[src/mqp_pkg.sv]
// Package for the multi-queue priority message store.
// Holds the item structs, opcode and status codes, and the cell control struct.
package mqp_pkg;

	localparam logic OP_SEND    = 1'b0;
	localparam logic OP_RECEIVE = 1'b1;

	localparam logic [1:0] ST_OK    = 2'd0;
	localparam logic [1:0] ST_EMPTY = 2'd1;
	localparam logic [1:0] ST_FULL  = 2'd2;

	typedef struct packed {
		logic        opcode;
		logic [2:0]  queue_id;
		logic [7:0]  priority_req;
		logic [31:0] payload;
		logic [7:0]  length;
	} req_t;

	typedef struct packed {
		logic [1:0]  status;
		logic [7:0]  out_priority;
		logic [31:0] out_payload;
		logic [7:0]  out_length;
	} rsp_t;

	// Control broadcast to every cell of the chain.
	typedef struct packed {
		logic       wr_en;
		logic       is_send;
		logic [7:0] prio;
	} cell_ctl_t;

endpackage

[src/mqp_ram.sv]
// Generic single-write, single-read RAM with a registered read port.
// Depends on nothing.
module mqp_ram #(
	parameter int WIDTH = 48,
	parameter int DEPTH = 8
) (
	input  logic                                  clk,
	input  logic                                  we,
	input  logic [(DEPTH > 1 ? $clog2(DEPTH) : 1)-1:0] waddr,
	input  logic [WIDTH-1:0]                      wdata,
	input  logic [(DEPTH > 1 ? $clog2(DEPTH) : 1)-1:0] raddr,
	output logic [WIDTH-1:0]                      rdata
);
	logic [WIDTH-1:0] mem_q [DEPTH];

	// Write port and registered read port.
	always_ff @(posedge clk) begin
		if (we) begin
			mem_q[waddr] <= wdata;
		end
		rdata <= mem_q[raddr];
	end
endmodule

[src/mqp_cell.sv]
// One slot position of every queue: a small RAM indexed by queue plus the
// insert and shift logic. Depends on mqp_pkg and mqp_ram.
module mqp_cell #(
	parameter int NUM_QUEUES = 8,
	parameter int EW         = 48,
	parameter int QW         = 3
) (
	input  logic              clk,
	input  logic [QW-1:0]     qidx,
	input  mqp_pkg::cell_ctl_t ctl,
	input  logic [EW-1:0]     new_entry,
	input  logic              slot_valid,
	input  logic              left_ge,
	input  logic [EW-1:0]     left_data,
	input  logic [EW-1:0]     right_data,
	output logic [EW-1:0]     own_data,
	output logic              own_ge
);
	logic [EW-1:0] next_data;

	mqp_ram #(.WIDTH(EW), .DEPTH(NUM_QUEUES)) u_ram (
		.clk   (clk),
		.we    (ctl.wr_en),
		.waddr (qidx),
		.wdata (next_data),
		.raddr (qidx),
		.rdata (own_data)
	);

	// The priority sits in the top byte of an entry. Entries at or above the
	// new priority stay; the first one below it takes the new entry and the
	// rest take their left neighbor. A receive takes the right neighbor.
	always_comb begin
		own_ge = slot_valid && (own_data[EW-1 -: 8] >= ctl.prio);
		if (!ctl.is_send) begin
			next_data = right_data;
		end else if (own_ge) begin
			next_data = own_data;
		end else if (left_ge) begin
			next_data = new_entry;
		end else begin
			next_data = left_data;
		end
	end
endmodule

[config.mk]
export PLATFORM = sky130hd
export DESIGN_NAME = mqp_cell
export DESIGN_NICKNAME = d
export VERILOG_FILES = /design/src/mqp_pkg.sv /design/src/mqp_ram.sv /design/src/mqp_cell.sv
export SDC_FILE = /design/constraint.sdc
export NUM_CORES = 1
export LEC_CHECK = 0
export ABC_AREA = 1
export BUFFER_PORTS_ARGS = -buffer_cell sky130_fd_sc_hd__buf_2
export CAP_MARGIN = 0
export CORE_ASPECT_RATIO = 1.4
export CORE_MARGIN = 5
export CORE_UTILIZATION = 45
export DETAILED_ROUTE_END_ITERATION = 10
export PLACE_DENSITY = 0.66
export SLEW_MARGIN = 5
export SYNTH_ARGS = -nofsm -noshare
export SYNTH_HDL_FRONTEND = slang
export SYNTH_SLANG_ARGS = --single-unit
[constraint.sdc]
create_clock -name clk -period 4.6 [get_ports clk]
set_input_delay 0.92 -clock clk [delete_from_list [all_inputs] [get_ports clk]]
set_output_delay 0.92 -clock clk [all_outputs]
set_load 0.05 [all_outputs]
---- After elaboration in Yosys (flattened, before gate mapping) ----
Memory sizes are Yosys's and may differ from the RTL's. A register that Yosys moved wholly into a read port is not among the register bits.
Cells that the tools add are included.
W data, S select, Z words.
word-level totals
  input port bits ......................... 160
  flip-flop bits (word level) ............. 0
  memories kept ........................... 1
  output and inout port bits .............. 49
  latch bits .............................. 0
  ROM bits ................................ 0
  bits in writable memories ............... 384
memory list
  memory       depth  width  rd ports  clocked after memory_dff  write ports  RTL line       source
  u_ram.mem_q  8      48     1         1                         1            mqp_ram.sv:14  logic [WIDTH-1:0] mem_q [DEPTH];
operators by class
  order comparisons ....................... 1
  shift-type cells ........................ 0
  div/mod/pow operators ................... 0
  reductions and logical operators ........ 1
  bitwise logic cells ..................... 0
  mux-type cells .......................... 5
  multipliers ............................. 0
  equal/unequal tests ..................... 0
  $add $sub $neg .......................... 0
operators by type and width
  operator             number
  $mux W48             3
  $ge A8 B8 Y1         1
  $mux W1              2
  $logic_and A1 B1 Y1  1

---- Longest topological paths before layout ----
Gate-level depths: netlist of the first run.
  depth after elaboration ................. 4
  depth in mapped cells ................... 15
  gate-level depth less buffers ........... 13

---- By module ----
A second synthesis of the first run with hierarchy kept.
unflattened totals
  cells, all modules ...................... 2,129
  area, all modules ....................... 19,747.7 sq um
by module, submodules not included
  module    seq. area each (sq um)  times used  area each (sq um)  cells an instance
  mqp_ram   12,492.0                1           17,670.7           1,725
  mqp_cell  0.0                     1           2,077.0            404

---- Worst setup path before layout of the first run ----
Ideal clock, no wire load.
  kind .................................... input to register
  start ................................... in qidx[0]
  end ..................................... mem u_ram.mem_q[4][0], enable pin
  library setup time ...................... 0.454 ns
  setup slack ............................. 0.481 ns
  data arrival time ....................... 3.665 ns
  stages on the path ...................... 7
  buffers on the path ..................... 4
  cells stage by stage .................... buf_4 -> inv_2 -> buf_6 -> buf_6 -> buf_2 -> nand2_1 -> nor2_1
RTL lines
  what         RTL line       source
  from (decl)  mqp_cell.sv:9  input logic [QW-1:0] qidx,
  to (decl)    mqp_ram.sv:14
Straight into the memory's write port.

---- Worst setup path after layout of the first run ----
  start ................................... in ctl[3] in the netlist's numbering
  end ..................................... out own_ge
between the ends
  longest elaborated chain between the ends .. 2
RTL lines
  what                 RTL line        source
  from (decl)          mqp_cell.sv:10  input mqp_pkg::cell_ctl_t ctl,
  $ge A8 B8 Y1         mqp_cell.sv:34  own_ge = slot_valid && (own_data[EW-1 -: 8] >= ctl.prio);
  $logic_and A1 B1 Y1  mqp_cell.sv:34
  to (decl)            mqp_cell.sv:17  output logic own_ge
Every way passes these cells.

==> results of run 1 <==
## Yosys cell counts (all sizes together), types with 17 or more instances
library cell / n
edfxtp: 384
a21oi: 49
clkbuf: 34
nand2: 212
dfxtp: 48
nand3: 113
o31ai: 31
o21ai: 113
inv: 68
o211ai: 31
nor2: 237
o22ai: 17
buf: 53
mux2i: 48
## per-stage QoR
step,std cells,cell area [um^2]
detailed placement,2118,19000
global placement,2118,19000
floorplan,1447,17400
global route,2189,20200
finish,2189,20200
CTS,2189,20200
## flip-flops by register name, indices dropped and copies added, names as in the netlist
| register | count |
|---|---|
| u_ram.mem_q | 384 |
| u_ram.rdata | 48 |
## kinds of logic (layout without fill, tap and decap cells)
logic type | Yosys count | after routing | share of synthesized area
mux | 48 | 48 | 0.0276
buf+inv | 155 | 375 | 0.0408
flops | 432 | 432 | 0.716
fa+ha+maj | 8 | 8 | 0.00574
simple gates | 562 | 562 | 0.130
compound gates | 242 | 242 | 0.0797
## power by group
group	total, mW	switching, mW	internal (mW)
registers	4.53	0.0528	4.48
clock network	3.17	1.33	1.84
logic	0.931	0.686	0.244
## worst max-delay path: cells and delay by family
| family | cells | cell delay [ns] |
|---|---|---|
| adder cells (fa/ha/maj) | 1 | 0.28 |
| AND/OR/NAND/NOR | 7 | 0.55 |
| buffers and inverters | 4 | 0.55 |
## worst paths after layout
kind / start / end / slack, ns
setup / recovery: ctl[3] / own_ge / 1.37
hold / removal: u_ram.mem_q[1][47]$_DFFE_PP_ / u_ram.rdata[47]$_DFF_P_ / 0.46
setup reg to reg: u_ram.rdata[43]$_DFF_P_ / u_ram.mem_q[4][1]$_DFFE_PP_ / 2.04
hold reg to reg: u_ram.mem_q[1][47]$_DFFE_PP_ / u_ram.rdata[47]$_DFF_P_ / 0.46
## cell usage in the layout (no fill, tap or decap)
cell / instances
buf_4: 28
nand2_2: 3
clkbuf_1: 6
o21a_1: 1
inv_2: 4
nand3_1: 113
clkinv_2: 8
ha_1: 8
o21ai_0: 90
buf_2: 206
mux2i_1: 48
clkinvlp_4: 1
o211ai_1: 31
o31ai_1: 31
o22ai_1: 17
o21ai_1: 23
bufinv_16: 3
nand2_1: 209
clkbuf_16: 41
clkbuf_8: 3
buf_12: 2
inv_1: 63
inv_4: 1
a21oi_1: 49
clkinv_1: 9
edfxtp_1: 384
dfxtp_1: 48
nor2_1: 228
nor2_4: 9
## area by class of cell
| type | instances | area share |
|---|---|---|
| flip-flops and latches | 432 | 0.617 |
| multi-input cells | 860 | 0.212 |
| repair buffers | 236 | 0.0633 |
| clock buffers | 50 | 0.0538 |
| well taps | 522 | 0.0323 |
| inverters | 68 | 0.0127 |
| clock inverters | 21 | 0.00847 |
## routing by layer
metal / up-vias / part of all wire
li1: 5497 / -
met1: 5608 / 0.41
met2: 351 / 0.51
met3: 75 / 0.051
met4: 2 / 0.027
met5: - / 0.00016
==> metrics.txt, run 1 <==
Worst Max-Slew Pin Slew=1.06 ns; Nets=1805; hold buffer count at cts=0; CP endpoint kind=output pin; wire length per cell=19.6 um; die height=243 um; antenna viol nets, final=0; vias per cell=5.27; Pleak=7.71 nW; Final Critical Period=3.23 ns; Setup WS post-layout=1.37 ns; endpoints failing hold=0; depth of the CTS H-tree=2; Placer Congestion=0.744; Required @ worst endpoint=3.68 ns; post-synth top area cell=edfxtp_1; total power=8.63 mW; FP Rows=85; total track usage=0.196; slew margin rel.=0.296; CP Class=in2out; Num CTS Buffers=39; Final Max Slew Viols=0; core box area=0.0384 mm^2; first-pass GRT wire length=65500 um; diode count=0; Post-CTS Setup Inserts=0; setup tns final=0 ns; DIE AREA=0.0428 mm^2; crit-path cells=buf_2 -> inv_1 -> ha_1 -> nand2_1 -> nor2_1 -> nor2_1 -> nand2_1 -> nand2_1 -> nand2_2 -> nand2_2 -> inv_1 -> buf_2; Synth cell types=23; gr busiest metal=met2; clock slew seen by the registers of the worst setup and hold paths=0.06 ns; hpwl dp=24700 um; layout cell share with drive strength beyond 1=0.185; GRT met1 Usage=0.250; filler instances=3238; largest net degree at the start of global routing=84; flops & latches, synth=432; fin util=0.527; pre-CTS setup slack=1.11 ns; area of the multi-input gates=0.00430 mm^2; EDFF count, synth=384; Starting Density=0.454; max cap viols=0; Syn. warnings=0; fin crit share=0.703; vias in the first global route=11664; Fin Hold WS=0.457 ns; Max Freq=309 MHz; Main synth FF type=edfxtp_1; Synth Cell Area=0.0174 mm^2; Worst Path Max Fanout=2; Yosys top cell area share=0.661; syn nets=1615; syn avg cell area=12.1 um^2; met2 Use GR=0.346; RSZ-0062 raised after global routing=no; post-cts resize count=0; Final Setup Violations=0; worst min path class=reg2reg; R2R cell count=12; Async S/R FF share, synth=0; initial drt markers=869; Port Buf Inserts=208; CTS max path bufs=3; M3 GR Usage=0.0251; final wirelength=42900 um; drt drc=0; initial antenna violation count=1; Cells after Synth=1447; via count=11533; IO Pins=209; Reg area=0.0125 mm^2; clock latency on the worst-skew pair=0.54 ns; CTS tree=yes; peak supply drop=213 uV; PD cells=426 mW/mm^2; status=completed; Die X=176 um; synthesis-to-finish area growth=16.1%; DR pass1 iterations=8; CP Data Arrival Time=2.31 ns; sequential fraction of the synthesis area=0.716; CP most frequent cell=nand2_1; worst hold stages=2; CP Launch Type=primary input; CP max stage cell=buf_2; clock root cell=clkbuf_16; clk sinks=432; Max Clock Skew=0.0235 ns; top post-synthesis cells by area=edfxtp_1 (66%), dfxtp_1 (5.5%), nor2_1 (5.1%); Overflow after GRT=0; max incr delay on CP=0.30 ns
No activity file was read; power rests on OpenSTA's default activity.
==> inputs of run 2 (changes only) <==
clock period = 3.4 ns   (was 4.6 ns; I/O delays follow)
==> run 2 against run 1 <==
  * Die area did not move
  * Critical path depth shrank 2
  * Worst hold slack gained 0.0023 ns
  * Critical endpoint unchanged
==> metrics.txt, run 2 (synthesis gave the netlist of run 1 again) <==
drt drc=0 (unchanged); Reg area=0.0125 mm^2 (unchanged); synthesis-to-finish area growth=17.0% (was 16.1%); diode count=0 (unchanged); CP endpoint kind=output pin (unchanged); final std cells w/o fill=2199 (was 2189); worst min path class=reg2reg (unchanged); Starting Density=0.454 (unchanged); antenna viol nets, final=0 (unchanged); clock latency on the worst-skew pair=0.54 ns (about the same); Setup WS post-layout=0.557 ns (was 1.37 ns); Final Max Slew Viols=0 (unchanged); pre-CTS setup slack=0.623 ns (was 1.11 ns); via count=11741 (was 11533); vias per cell=5.34 (was 5.27); Top Registers=u_ram.mem_q (384), u_ram.rdata (48) (unchanged); Max Freq=352 MHz; area of the multi-input gates=0.00430 mm^2 (unchanged); filler instances=3237 (was 3238); Die X=176 um (unchanged); IO Pins=209 (unchanged); sw frac=0.242 (was 0.239); vias in the first global route=11877 (was 11664); DIE AREA=0.0428 mm^2 (unchanged); die height=243 um (unchanged); final wirelength=44400 um (was 42900 um); CP Data Arrival Time=2.16 ns (was 2.31 ns); Overflow after GRT=0 (unchanged); clock root cell=clkbuf_16 (unchanged); fin crit share=0.836; Clk network pwr share=0.375 (was 0.367); NetSw=2.87 mW (was 2.07 mW); Largest register FFs=384 (unchanged); Fin Hold WS=0.459 ns (was 0.457 ns); clock slew seen by the registers of the worst setup and hold paths=0.06 ns (about the same); Final Setup Violations=0 (unchanged); CP Class=reg2out (was in2out); Internal=9.00 mW (was 6.56 mW); Final Critical Period=2.84 ns; Placed Area=0.0191 mm^2 (was 0.0190 mm^2); Worst Path Max Fanout=3 (was 2); total power=11.9 mW (was 8.63 mW); layout cell share with drive strength beyond 1=0.191 (was 0.185); PD cells=582 mW/mm^2 (was 426 mW/mm^2); CTS max path bufs=3 (unchanged); initial drt markers=921 (was 869); Gate power share=0.109 (was 0.108); first-pass GRT wire length=67200 um (was 65500 um); Nets=1815 (was 1805); slew margin rel.=0.238 (was 0.296); RSZ-0062 raised after global routing=no (unchanged); Post-CTS Setup Inserts=0 (unchanged); hpwl dp=26300 um (was 24700 um); status=completed (unchanged); FP Rows=85 (unchanged); Max Clock Skew=0.0196 ns (was 0.0235 ns); Placer Congestion=0.767 (was 0.744); Sequential Power Share=0.517 (was 0.525); post-cts resize count=0 (unchanged); clk sinks=432 (unchanged); endpoints failing hold=0 (unchanged); Pleak=7.78 nW (was 7.71 nW); Worst Max-Slew Pin Slew=1.14 ns (was 1.06 ns); most common cell after layout, fill and taps aside=edfxtp_1 (unchanged); hold buffer count at cts=0 (unchanged); reg2reg setup slack=1.10 ns (was 2.04 ns); Port Buf Inserts=208 (unchanged); leading cell types in the layout, fill and taps excluded=edfxtp_1 (384), nor2_1 (228), nand2_1 (209), buf_2 (206), nand3_1 (113) (unchanged); total track usage=0.202 (was 0.196); core box area=0.0384 mm^2 (unchanged); CP Launch Type=register (was primary input); CTS tree=yes (unchanged); Required @ worst endpoint=2.72 ns (was 3.68 ns); max cap viols=0 (unchanged); Post-Place Cells=2128 (was 2118); initial antenna violation count=2 (was 1); peak supply drop=290 uV (was 213 uV); Biggest register=u_ram.mem_q (unchanged); DR pass1 iterations=8 (unchanged); Num CTS Buffers=39 (unchanged); wire length per cell=20.2 um (was 19.6 um); Finished Cell Area=0.0204 mm^2 (was 0.0202 mm^2); largest net degree at the start of global routing=95 (was 84); depth of the CTS H-tree=2 (unchanged)
[run 2: cell types whose count changed in the layout (fill, tap and decap cells not counted)]
cell | before | now
clkinv_1 | 9 | 1
buf_4 | 28 | 35
clkbuf_1 | 6 | 12
buf_12 | 2 | 5
bufinv_16 | 3 | 4
clkinv_2 | 8 | 7
clkinv_8 | 0 | 1
clkinvlp_4 | 1 | 2
[run 2: cell type report]
cell class,instances,area share
Inverter,68,0.0126
Clock buffer,56,0.0545
Multi-Input combinational cell,860,0.211
Timing Repair Buffer,246,0.0683
Clock inverter,15,0.00932
Tap cell,522,0.0320
Sequential cell,432,0.612
[run 2: critical path, stage by stage (launching register included)]
cell and delay [ns]:
dfxtp_1 0.34, ha_1 0.30, nand2_1 0.07, nor2_1 0.10, nor2_1 0.05, nand2_1 0.10
nand2_1 0.08, nand2_2 0.11, nand2_2 0.08, inv_1 0.12, buf_2 0.28
[run 2: worst paths after layout]
path / to / startpoint / depth (start not counted)
worst max-delay path: own_ge / u_ram.rdata[43]$_DFF_P_ / 10
worst min-delay path: u_ram.rdata[20]$_DFF_P_ / u_ram.mem_q[0][20]$_DFFE_PP_ / 2
worst max register to register: u_ram.mem_q[5][9]$_DFFE_PP_ / u_ram.rdata[43]$_DFF_P_ / 12
worst min register to register: u_ram.rdata[20]$_DFF_P_ / u_ram.mem_q[0][20]$_DFFE_PP_ / 2
[run 2: routing by layer]
layer	GRT usage	vias up	wire, um
met4	0.0754	4	1400
met1	0.245	5740	17100
met5	0	-	21
met2	0.364	401	23200
met3	0.0310	89	2740
li1	-	5507	-
[run 2: stage by stage]
| stage | TNS (ns) | utilization |
|---|---|---|
| floorplan | -87.29 | - |
| global placement | 0 | 0.497 |
| detailed placement | 0 | 0.497 |
| CTS | 0 | 0.531 |
| global route | 0 | 0.531 |
| finish | 0 | 0.531 |
[run 2: power by group through the flow]
| stage | registers [mW] | logic [mW] | clock network (mW) |
|---|---|---|---|
| after floorplan | 6.44 | 0.627 | 0 |
| after global placement | 6.24 | 1.27 | 0 |
| after detailed placement | 6.24 | 1.30 | 0 |
| after CTS | 6.13 | 1.30 | 4.51 |
| after global routing | 6.14 | 1.41 | 4.71 |
| final | 6.13 | 1.29 | 4.44 |
